File: src/hw/rtl/gobn_pkg.sv
// ----------------------------------------------------------------------------
// gobn_pkg
// Shared types and constants of the go-back-N sender: controller states,
// burst kinds and the command/status bundles between controller and datapath.
// ----------------------------------------------------------------------------
package gobn_pkg;

    localparam int unsigned FRAME_W = 16;
    localparam int unsigned NEXT_W  = FRAME_W + 1;

    // Input word kinds carried on tuser
    localparam logic FUNC_START = 1'b0;
    localparam logic FUNC_ACK   = 1'b1;

    typedef enum logic [1:0] {
        S_IDLE,
        S_EVAL,
        S_COUNT,
        S_SEND
    } t_state;

    typedef enum logic [1:0] {
        BURST_NONE,
        BURST_ONE,
        BURST_WINDOW
    } t_burst;

    typedef struct packed {
        logic accept;   // latch the input word
        logic eval;     // update transfer state from the latched word
        logic count;    // size the burst of frames to send
        logic emit;     // load one result into the output register
    } t_dp_cmd;

    typedef struct packed {
        logic out_free;   // output register can take a word this cycle
        logic emit_last;  // the next emitted word is the final one
    } t_dp_sts;

endpackage

File: src/hw/rtl/go_back_n_sender_unit.sv
// ----------------------------------------------------------------------------
// go_back_n_sender_unit
// Sender side of a go-back-N sliding-window ARQ with a sequencer/datapath
// split.
// ----------------------------------------------------------------------------
// Usage:
//   Write the frame count through i_cfg_we/i_cfg_data while the unit is idle.
//   Input words on the s_axis side: tuser selects start (0) or ack (1),
//   tdata carries the acked frame number. Each input word yields one to
//   WINDOW result words on the m_axis side; tlast marks the final one.
//   A word that sends no frame yields one word with sent cleared.
// Sequence and throughput:
//   An input word is accepted, then the transfer state is updated and the
//   burst sized (1 to WINDOW result words), then one result word per cycle
//   is loaded into the output register while that register can take a word.
//   s_axis_tready is high only while the sequencer is idle.
// Reset:
//   i_rst_n (synchronous, active low) clears the frame count and the
//   transfer state (next frame 1, nothing acked, not recovering, not done).
// Stall:
//   When m_axis_tready is low the output register holds its word and the
//   burst pauses; a new input word is still taken after the last result
//   has been loaded.
// ----------------------------------------------------------------------------
module go_back_n_sender_unit
    import gobn_pkg::*;
#(
    parameter int unsigned WINDOW = 5
) (
    input  logic        i_clk,
    input  logic        i_rst_n,
    // configuration: frame count
    input  logic        i_cfg_we,
    input  logic [15:0] i_cfg_data,
    // input stream
    input  logic        s_axis_tvalid,
    output logic        s_axis_tready,
    input  logic [15:0] s_axis_tdata,   // [15:0] ack_number
    input  logic        s_axis_tuser,   // [0] func
    // result stream
    output logic        m_axis_tvalid,
    input  logic        m_axis_tready,
    output logic [15:0] m_axis_tdata,   // [15:0] frame_number
    output logic [2:0]  m_axis_tuser,   // [0] sent, [1] discarded, [2] done_res
    output logic        m_axis_tlast    // last
);

    t_dp_cmd cmd;
    t_dp_sts sts;
    logic    sent;
    logic    discarded;
    logic    done_res;

    gobn_ctrl u_ctrl (
        .i_clk      (i_clk),
        .i_rst_n    (i_rst_n),
        .i_in_valid (s_axis_tvalid),
        .o_in_ready (s_axis_tready),
        .i_sts      (sts),
        .o_cmd      (cmd)
    );

    gobn_dp #(
        .WINDOW (WINDOW)
    ) u_dp (
        .i_clk          (i_clk),
        .i_rst_n        (i_rst_n),
        .i_cfg_we       (i_cfg_we),
        .i_cfg_data     (i_cfg_data),
        .i_func         (s_axis_tuser),
        .i_ack_number   (s_axis_tdata),
        .i_cmd          (cmd),
        .o_sts          (sts),
        .i_out_ready    (m_axis_tready),
        .o_out_valid    (m_axis_tvalid),
        .o_sent         (sent),
        .o_frame_number (m_axis_tdata),
        .o_discarded    (discarded),
        .o_done_res     (done_res),
        .o_last         (m_axis_tlast)
    );

    // Pack result flags
    assign m_axis_tuser = {done_res, discarded, sent};

endmodule

File: src/hw/rtl/gobn_ctrl.sv
// ----------------------------------------------------------------------------
// gobn_ctrl
// Sequencer of the go-back-N sender: accepts one word, steps the datapath
// through evaluation and burst sizing, then paces the result words.
// ----------------------------------------------------------------------------
module gobn_ctrl
    import gobn_pkg::*;
(
    input  logic    i_clk,
    input  logic    i_rst_n,
    input  logic    i_in_valid,
    output logic    o_in_ready,
    input  t_dp_sts i_sts,
    output t_dp_cmd o_cmd
);

    t_state r_state;
    t_state n_state;

    // State register
    always_ff @(posedge i_clk) begin
        if (!i_rst_n) begin
            r_state <= S_IDLE;
        end else begin
            r_state <= n_state;
        end
    end

    // Next state
    always_comb begin
        n_state = r_state;
        case (r_state)
            S_IDLE: begin
                if (i_in_valid) begin
                    n_state = S_EVAL;
                end
            end
            S_EVAL: begin
                n_state = S_COUNT;
            end
            S_COUNT: begin
                n_state = S_SEND;
            end
            S_SEND: begin
                if (i_sts.out_free && i_sts.emit_last) begin
                    n_state = S_IDLE;
                end
            end
            default: begin
                n_state = S_IDLE;
            end
        endcase
    end

    // Outputs
    always_comb begin
        o_in_ready = 1'b0;
        o_cmd      = '0;
        case (r_state)
            S_IDLE: begin
                o_in_ready   = 1'b1;
                o_cmd.accept = i_in_valid;
            end
            S_EVAL: begin
                o_cmd.eval = 1'b1;
            end
            S_COUNT: begin
                o_cmd.count = 1'b1;
            end
            S_SEND: begin
                o_cmd.emit = i_sts.out_free;
            end
            default: begin
                o_in_ready = 1'b0;
            end
        endcase
    end

endmodule

File: src/hw/rtl/gobn_dp.sv
// ----------------------------------------------------------------------------
// gobn_dp
// Datapath of the go-back-N sender: transfer state, burst counter and the
// output register that decouples the result stream from the sequencer.
// ----------------------------------------------------------------------------
module gobn_dp
    import gobn_pkg::*;
#(
    parameter int unsigned WINDOW = 5
) (
    input  logic               i_clk,
    input  logic               i_rst_n,
    input  logic               i_cfg_we,
    input  logic [FRAME_W-1:0] i_cfg_data,
    input  logic               i_func,
    input  logic [FRAME_W-1:0] i_ack_number,
    input  t_dp_cmd            i_cmd,
    output t_dp_sts            o_sts,
    input  logic               i_out_ready,
    output logic               o_out_valid,
    output logic               o_sent,
    output logic [FRAME_W-1:0] o_frame_number,
    output logic               o_discarded,
    output logic               o_done_res,
    output logic               o_last
);

    localparam int unsigned CW = $clog2(WINDOW + 1);
    localparam logic [CW-1:0] WIN_CNT = CW'(WINDOW);

    logic [FRAME_W-1:0] r_frame_count;
    logic               r_func;
    logic [FRAME_W-1:0] r_ack;
    logic [NEXT_W-1:0]  r_next_frame;
    logic [FRAME_W-1:0] r_last_acked;
    logic               r_recovering;
    logic [FRAME_W-1:0] r_recovery_target;
    logic               r_finished;
    t_burst             r_burst;
    logic               r_disc;
    logic [CW-1:0]      r_remain;
    logic               r_out_valid;
    logic               r_out_sent;
    logic [FRAME_W-1:0] r_out_frame;
    logic               r_out_disc;
    logic               r_out_done;
    logic               r_out_last;

    logic [NEXT_W-1:0]  la_inc;
    logic [NEXT_W-1:0]  avail;
    logic [CW-1:0]      limit;
    logic               out_free;

    assign la_inc   = {1'b0, r_last_acked} + NEXT_W'(1);
    assign out_free = !r_out_valid || i_out_ready;

    // Frames still allowed by the frame count from next_frame on, and the burst limit
    always_comb begin
        if (r_next_frame <= {1'b0, r_frame_count}) begin
            avail = {1'b0, r_frame_count} - r_next_frame + NEXT_W'(1);
        end else begin
            avail = '0;
        end
        case (r_burst)
            BURST_ONE:    limit = CW'(1);
            BURST_WINDOW: limit = WIN_CNT;
            default:      limit = '0;
        endcase
    end

    assign o_sts.out_free  = out_free;
    assign o_sts.emit_last = (r_remain <= CW'(1));

    // Frame count register
    always_ff @(posedge i_clk) begin
        if (!i_rst_n) begin
            r_frame_count <= '0;
        end else if (i_cfg_we) begin
            r_frame_count <= i_cfg_data;
        end
    end

    // Latch the input word
    always_ff @(posedge i_clk) begin
        if (i_cmd.accept) begin
            r_func <= i_func;
            r_ack  <= i_ack_number;
        end
    end

    // Transfer state, burst sizing and frame advance
    always_ff @(posedge i_clk) begin
        if (!i_rst_n) begin
            r_next_frame      <= NEXT_W'(1);
            r_last_acked      <= '0;
            r_recovering      <= 1'b0;
            r_recovery_target <= '0;
            r_finished        <= 1'b0;
            r_burst           <= BURST_NONE;
            r_disc            <= 1'b0;
            r_remain          <= '0;
        end else begin
            if (i_cmd.eval) begin
                r_disc  <= 1'b0;
                r_burst <= BURST_NONE;
                if (r_func == FUNC_START) begin
                    r_next_frame      <= NEXT_W'(1);
                    r_last_acked      <= '0;
                    r_recovering      <= 1'b0;
                    r_recovery_target <= '0;
                    r_finished        <= (r_frame_count == '0);
                    r_burst           <= BURST_WINDOW;
                end else if (r_finished) begin
                    r_burst <= BURST_NONE;
                end else if (r_recovering) begin
                    // wait for the ack of the retransmitted frame
                    if (r_ack == r_recovery_target) begin
                        r_last_acked <= r_recovery_target;
                        r_recovering <= 1'b0;
                        if (r_recovery_target >= r_frame_count) begin
                            r_finished <= 1'b1;
                        end
                        r_burst <= BURST_WINDOW;
                    end else begin
                        r_disc <= 1'b1;
                    end
                end else if ({1'b0, r_ack} == la_inc) begin
                    r_last_acked <= r_ack;
                    if (r_ack >= r_frame_count) begin
                        r_finished <= 1'b1;
                    end
                    r_burst <= BURST_ONE;
                end else begin
                    // go back to the frame after the last acked one
                    r_next_frame <= la_inc;
                    r_recovering <= 1'b1;
                    r_burst      <= BURST_ONE;
                    if (la_inc <= {1'b0, r_frame_count}) begin
                        r_recovery_target <= la_inc[FRAME_W-1:0];
                    end else begin
                        r_recovery_target <= r_last_acked;
                    end
                end
            end
            if (i_cmd.count) begin
                if (avail < NEXT_W'(limit)) begin
                    r_remain <= avail[CW-1:0];
                end else begin
                    r_remain <= limit;
                end
            end
            if (i_cmd.emit && (r_remain != '0)) begin
                r_next_frame <= r_next_frame + NEXT_W'(1);
                r_remain     <= r_remain - CW'(1);
            end
        end
    end

    // Output register valid
    always_ff @(posedge i_clk) begin
        if (!i_rst_n) begin
            r_out_valid <= 1'b0;
        end else if (i_cmd.emit) begin
            r_out_valid <= 1'b1;
        end else if (i_out_ready) begin
            r_out_valid <= 1'b0;
        end
    end

    // Output register payload
    always_ff @(posedge i_clk) begin
        if (i_cmd.emit) begin
            r_out_done <= r_finished;
            r_out_last <= (r_remain <= CW'(1));
            if (r_remain != '0) begin
                r_out_sent  <= 1'b1;
                r_out_frame <= r_next_frame[FRAME_W-1:0];
                r_out_disc  <= 1'b0;
            end else begin
                r_out_sent  <= 1'b0;
                r_out_frame <= '0;
                r_out_disc  <= r_disc;
            end
        end
    end

    assign o_out_valid    = r_out_valid;
    assign o_sent         = r_out_sent;
    assign o_frame_number = r_out_frame;
    assign o_discarded    = r_out_disc;
    assign o_done_res     = r_out_done;
    assign o_last         = r_out_last;

endmodule

File: config.mk
export PLATFORM = sky130hd
export DESIGN_NAME = go_back_n_sender_unit
export DESIGN_NICKNAME = d
export VERILOG_FILES = /design/src/hw/rtl/gobn_pkg.sv /design/src/hw/rtl/go_back_n_sender_unit.sv /design/src/hw/rtl/gobn_ctrl.sv /design/src/hw/rtl/gobn_dp.sv
export SDC_FILE = /design/constraint.sdc
export NUM_CORES = 1
export LEC_CHECK = 0
export ABC_CLOCK_PERIOD_IN_PS = 8660
export BUFFER_PORTS_ARGS = -buffer_cell sky130_fd_sc_hd__buf_2
export CAP_MARGIN = 20
export CELL_PAD_IN_SITES_DETAIL_PLACEMENT = 0
export CELL_PAD_IN_SITES_GLOBAL_PLACEMENT = 2
export CORE_UTILIZATION = 42
export CTS_CLUSTER_DIAMETER = 60
export DETAILED_ROUTE_END_ITERATION = 12
export GPL_TIMING_DRIVEN = 0
export PLACE_DENSITY_LB_ADDON = 0.3
export SYNTH_ARGS = -nofsm -noshare
export SYNTH_HDL_FRONTEND = slang
export SYNTH_SLANG_ARGS = --single-unit
File: constraint.sdc
create_clock -name i_clk -period 8.66 [get_ports i_clk]
set_input_delay 0.866 -clock i_clk [delete_from_list [all_inputs] [get_ports i_clk]]
set_output_delay 0.866 -clock i_clk [all_outputs]
set_load 0.02 [all_outputs]
Word level (Yosys, flattened, before mapping):

Index checks and enable logic that the tools add are counted.

* reductions and logical operators: 15
* mux-type cells: 51
* $lt $le $gt $ge: 6
* add/subtract/negate cells: 5
* equal/unequal tests: 17

Operators with widths (count)
* two-way mux 16 bit: 10
* two-way mux 17 bit: 7
* adder 17 x 1 -> 17 bit (second input constant): 2
* <= comparator 17 x 16 -> 1 bit: 2
* greater-or-equal comparator 16 bit: 2
* two-way mux 1 bit: 23
* adder 16 x 1 -> 17 bit (second input constant): 1
* equality test 16 x 17 -> 1 bit: 1
* < comparator 17 x 3 -> 1 bit: 1
* subtractor 16 x 17 -> 17 bit: 1
* equality test 16 bit: 1
* logical NOT 16 bit: 1
* inequality test 3 bit (second input constant): 5
* two-way mux 2 bit: 6
* AND reduction 4 bit: 3
* two-way mux 3 bit: 3
* inequality test 2 bit (second input constant): 4
* one-hot mux 2 bit (4 select lines): 1
* equality test 2 bit (second input constant): 3
* one-hot mux 3 bit (2 select lines): 1
* nonzero test 2 bit: 3
* equality test 2 x 1 -> 1 bit (second input constant): 2
* AND reduction 2 bit: 2
* <= comparator 3 x 1 -> 1 bit (second input constant): 1
* other kinds (7): 8

* register bits after elaboration: 113
* output and inout port bits: 22
* logic and storage cells: 112

Depth between registers and ports, before layout:

* word-level depth: 8
* depth in mapped cells: 18

By module:

Synthesis repeated with hierarchy kept, for this count alone.

* cell total of the unflattened synthesis: 954
* area total of the unflattened synthesis: 8619.5 um2

Modules (own cells, without submodules)
* gobn_dp: times used 1, area each 8421.8 um2, sequential area each 2592.5 um2, cells each 933
* gobn_ctrl: times used 1, area each 175.2 um2, sequential area each 40.0 um2, cells each 18
* go_back_n_sender_unit: times used 1, area each 22.5 um2, sequential area each 0.0 um2, cells each 3

Worst setup path after synthesis:

OpenSTA, ideal clock, no wires.

* kind: flip-flop to flip-flop
* start: reg u_dp.r_frame_count[1]
* end: reg u_dp.r_remain[0]
* library setup time: 0.120 ns
* required time: 8.540 ns
* path slack: 5.075 ns
* arrival: 3.465 ns
* period minus slack after synthesis: 3.585 ns
* stages on the path, launching flop included: 19
* cell sequence: dfxtp_1 > inv_1 > ha_1 > inv_1 > fa_1 > nor2b_1 > o21a_1 > o31ai_1 > nand4b_1 > o21ai_0 > and2_1 > ha_1 > o31ai_1 > o2111ai_1 > a2111oi_0 > o2111ai_1 > nor4_1 > or4b_1 > nand3_1

* word-level cells in the longest chain between the ends: 7
* elaborated cells between the ends (all ways): 8

Ends and longest elaborated chain
* from (decl): RTL line gobn_dp.sv:31 `logic [FRAME_W-1:0] r_frame_count;`
* from (signal assigned): RTL line gobn_dp.sv:79 `r_frame_count <= i_cfg_data;`
* subtractor 16 x 17 -> 17 bit: RTL line gobn_dp.sv:60 `avail = {1'b0, r_frame_count} - r_next_frame + NEXT_W'(1);`
* adder 17 x 1 -> 17 bit: RTL line gobn_dp.sv:60
* two-way mux 17 bit (*): RTL line gobn_dp.sv:59 `if (r_next_frame <= {1'b0, r_frame_count}) begin`
* < comparator 17 x 3 -> 1 bit: RTL line gobn_dp.sv:146 `if (avail < NEXT_W'(limit)) begin`
* two-way mux 3 bit (*): RTL line gobn_dp.sv:146
* two-way mux 3 bit (*): RTL line gobn_dp.sv:145 `if (i_cmd.count) begin`
* two-way mux 3 bit (*): RTL line gobn_dp.sv:152 `if (i_cmd.emit && (r_remain != '0)) begin`
* to (signal assigned): RTL line gobn_dp.sv:147 `r_remain <= avail[CW-1:0];`
* to (signal assigned): RTL line gobn_dp.sv:149 `r_remain <= limit;`
* to (signal assigned): RTL line gobn_dp.sv:154 `r_remain <= r_remain - CW'(1);`
* to (decl): RTL line gobn_dp.sv:41 `logic [CW-1:0] r_remain;`

Mark *: on every way between the ends. The rest lies on a longest branch, timed or not. The select of a mux whose other input is x is not followed.
A chain may end at the register's enable or synchronous reset.

==> metrics.yaml <==
logic_synthesis:
  async_reset_ff_share_pct: 0
  netlist_area_um2: 8820
  synth_warnings: 0
  synth_fp_nets: 1125
  post_synth.cell_area_avg_um2: 8.97
  synth_cell_types: 79
  synthAdderAreaFrac_pct: 14.9
  synth_edf_count: 37
  synth_ff_type: "dfxtp_1"
  synth_top_family_by_area: "simple AND/OR/NAND/NOR gates"
  synthMuxAreaShare_pct: 6.24
  synth_cells: 983
  synth-compound-area-share_pct: 17.3
  ys_seq_area_share_pct: 29.8
  synth_seq_cells: 113
  synth_xor_area_share_pct: 7.60
  synth_simple_gate_area_share_pct: 18.3
route:
  routedWlPerCell_um: 20.1
  num_vias: 7563
  antenna_left: 0
  wl_um: 27000
  viasPerCell: 5.63
  first_pass_iters: 5
  drt_drc_violations_left: 0
  drtIter0Drc: 408
worst_setup_path:
  r2r-start: "u_dp.r_last_acked[1]$_SDFFE_PN0P_"
  crit_required_ps: 9020
  cp-end-kind: "flip-flop"
  startpoint: "u_dp.r_last_acked[1]$_SDFFE_PN0P_"
  critPathArrivalTime_ps: 5090
  cp-start-kind: "flip-flop"
  cp_max_fo: 10
  crit_type: "reg2reg"
cells_and_area:
  drive_above_1_share_pct: 13.8
  diodes: 0
  layout.nets: 1203
  final_cell_mix: "ha_1 (102), nand2_1 (88), dfxtp_1 (76), buf_2 (67), nor2_1 (64)"
  multi_input_area_um2: 5680
  seqCellArea_um2: 2630
  fin_cells: 1344
  fill_cells: 2018
  mostFrequentLayoutCell: "ha_1"
  area_growth_pct: 14.3
clocking:
  cts_made_buffers: 17
  clkSinkCount: 113
  clk_pin_slew_ps: 60
  post_cts_buffers: 0
  clk_path_buf_depth: 2
  post_cts_resized: 0
  cts_tree: "done"
  h-tree-depth: 4
  clock_latency_ps: 430
  cts-root-buf: "clkbuf_16"
  ctsHoldBuffers: 0
sta:
  fin_skew_ps: 9.74
  finalSetupViolCount: 0
  setup_ws_ps: 3930
  fmax_ghz: 0.212
  drv_slew: 0
  fin_crit_ps: 4730
  rsz0062_at_grt: "no"
  setup_tns_ps: 0
  fin_hold_ws_ps: 492
  finalHoldViolations: 0
  slew_headroom_pct: 35.5
  tightestPinTransition_ps: 960
  fin_crit_sh_pct: 54.6
placed_design:
  place_inst: 1312
  dp_slack_ps: 4010
  gp_congestion: 0.887
  io_buffers: 58
  dpl.hpwl_um: 21200
grt:
  overflow: 0
  grt_pass1_vias: 7327
  grt_first_pass_wirelength_um: 41800
  met2_usage_pct: 41.7
  grt_use_total_pct: 25.6
  globalRouteMet1Util_pct: 31.9
  grt_busiest_layer: "met2"
  grtUsageMet3_pct: 5.84
  antenna_found_initial: 0
  grt_start_max_net_pins: 22
floorplanning:
  io_pins: 60
  dieHeight_um: 147
  fp.dieW_um: 147
  core_area_um2: 20400
  dieArea_um2: 21600
  start_util_pct: 43.2
  num_rows: 52
power_and_ir_drop:
  leakage_nw: 4.08
  total_power_mw: 2.69
  power_density_nw_per_um2: 267
  ir_drop_mv: 0.142
flow_run:
  maxCapViolCount: 0
min_path:
  hold_class: "reg2reg"
  min_from: "u_dp.r_burst[1]$_SDFFE_PN0P_"
outcome:
  status: "complete, no violations"
-- power breakdown --
| part | switching (mW) | leakage (nW) | internal [mW] |
|---|---|---|---|
| sequential | 0.104 | 0.971 | 0.638 |
| combinational | 0.714 | 2.81 | 0.475 |
| clock | 0.294 | 0.297 | 0.462 |
-- cell families after synthesis --
logic type / after synthesis
and+or+nand+nor: 313
AOI/OAI and AO/OA: 213
DFF: 113
buffers and inverters: 112
adders and majority gates: 104
xor gates and xnor gates: 75
muxes: 53
-- per-stage QoR --
step,util (%),area (um2)
CTS,49.3,10100
floorplan,-,8820
detailed placement,46.3,9450
global route,49.3,10100
finish,49.3,10100
global placement,46.2,9450
-- cells in the mapped netlist, types with 12 or more instances --
cell	number	area, um2
clkbuf_1	35	131
nor3_1	14	70.1
xor2_1	30	263
nand3_1	38	190
xnor2_1	44	385
o21ai_0	31	155
nor4_1	13	81.3
o2bb2ai_1	16	140
and3_1	12	75.1
nor2_1	64	240
mux2_2	16	180
dfxtp_1	76	1520
edfxtp_1	37	1110
and2_1	20	125
ha_1	102	1280
nand2_1	88	330
nand4_1	19	119
a21oi_1	44	220
a21o_1	18	135
mux2i_1	37	370
inv_1	55	206
-- final timing paths --
| path | end | slack (ps) | depth (start not counted) |
|---|---|---|---|
| worst max-delay path | u_dp.r_recovery_target[13]$_SDFFE_PN0P_ | 3930 | 15 |
| worst min-delay path | u_dp.r_burst[1]$_SDFFE_PN0P_ | 490 | 2 |
| worst min register to register | u_dp.r_burst[1]$_SDFFE_PN0P_ | 490 | 2 |
| worst max register to register | u_dp.r_recovery_target[13]$_SDFFE_PN0P_ | 3930 | 15 |
-- layer usage --
metal  up-vias  part of all wire, %
met5         -                    0
met4         0                  4.3
met3        56                  4.8
met2       213                   47
met1      3546                   44
li1       3748                    -
-- critical path: stages, from the launching register on --
cell,delay (ps)
dfxtp_1,480
ha_1,330
nand3_4,190
nor4_4,450
and3_4,260
xor2_1,430
ha_1,340
a21o_1,160
a21oi_1,250
nand3_1,120
a211oi_1,240
o31a_1,400
clkbuf_1,550
nand2_1,140
xor2_1,180
o2bb2ai_1,130
-- state kept, by name, indices dropped and copies added (netlist names) --
register                cells
u_dp.o_discarded            1
u_dp.o_last                 1
u_dp.r_frame_count         16
u_dp.r_ack                 16
u_dp.o_out_valid            1
u_dp.r_func                 1
u_dp.r_last_acked          16
u_dp.r_remain               3
u_dp.o_sent                 1
u_dp.o_frame_number        16
u_dp.r_recovering           1
u_dp.r_burst                2
u_ctrl.r_state              2
u_dp.r_finished             1
u_dp.o_done_res             1
u_dp.r_disc                 1
u_dp.r_recovery_target     16
u_dp.r_next_frame          17
-- layout make-up --
type / instances / share of cell area, %
multi-input cells: 758 / 56.4
flip-flops and latches: 113 / 26.1
clock buffers: 17 / 4.22
well taps: 270 / 3.35
plain buffers: 57 / 2.96
repair buffers: 59 / 2.93
inverters: 55 / 2.05
clock inverters: 15 / 1.97
(Power assumes the default switching activity.)
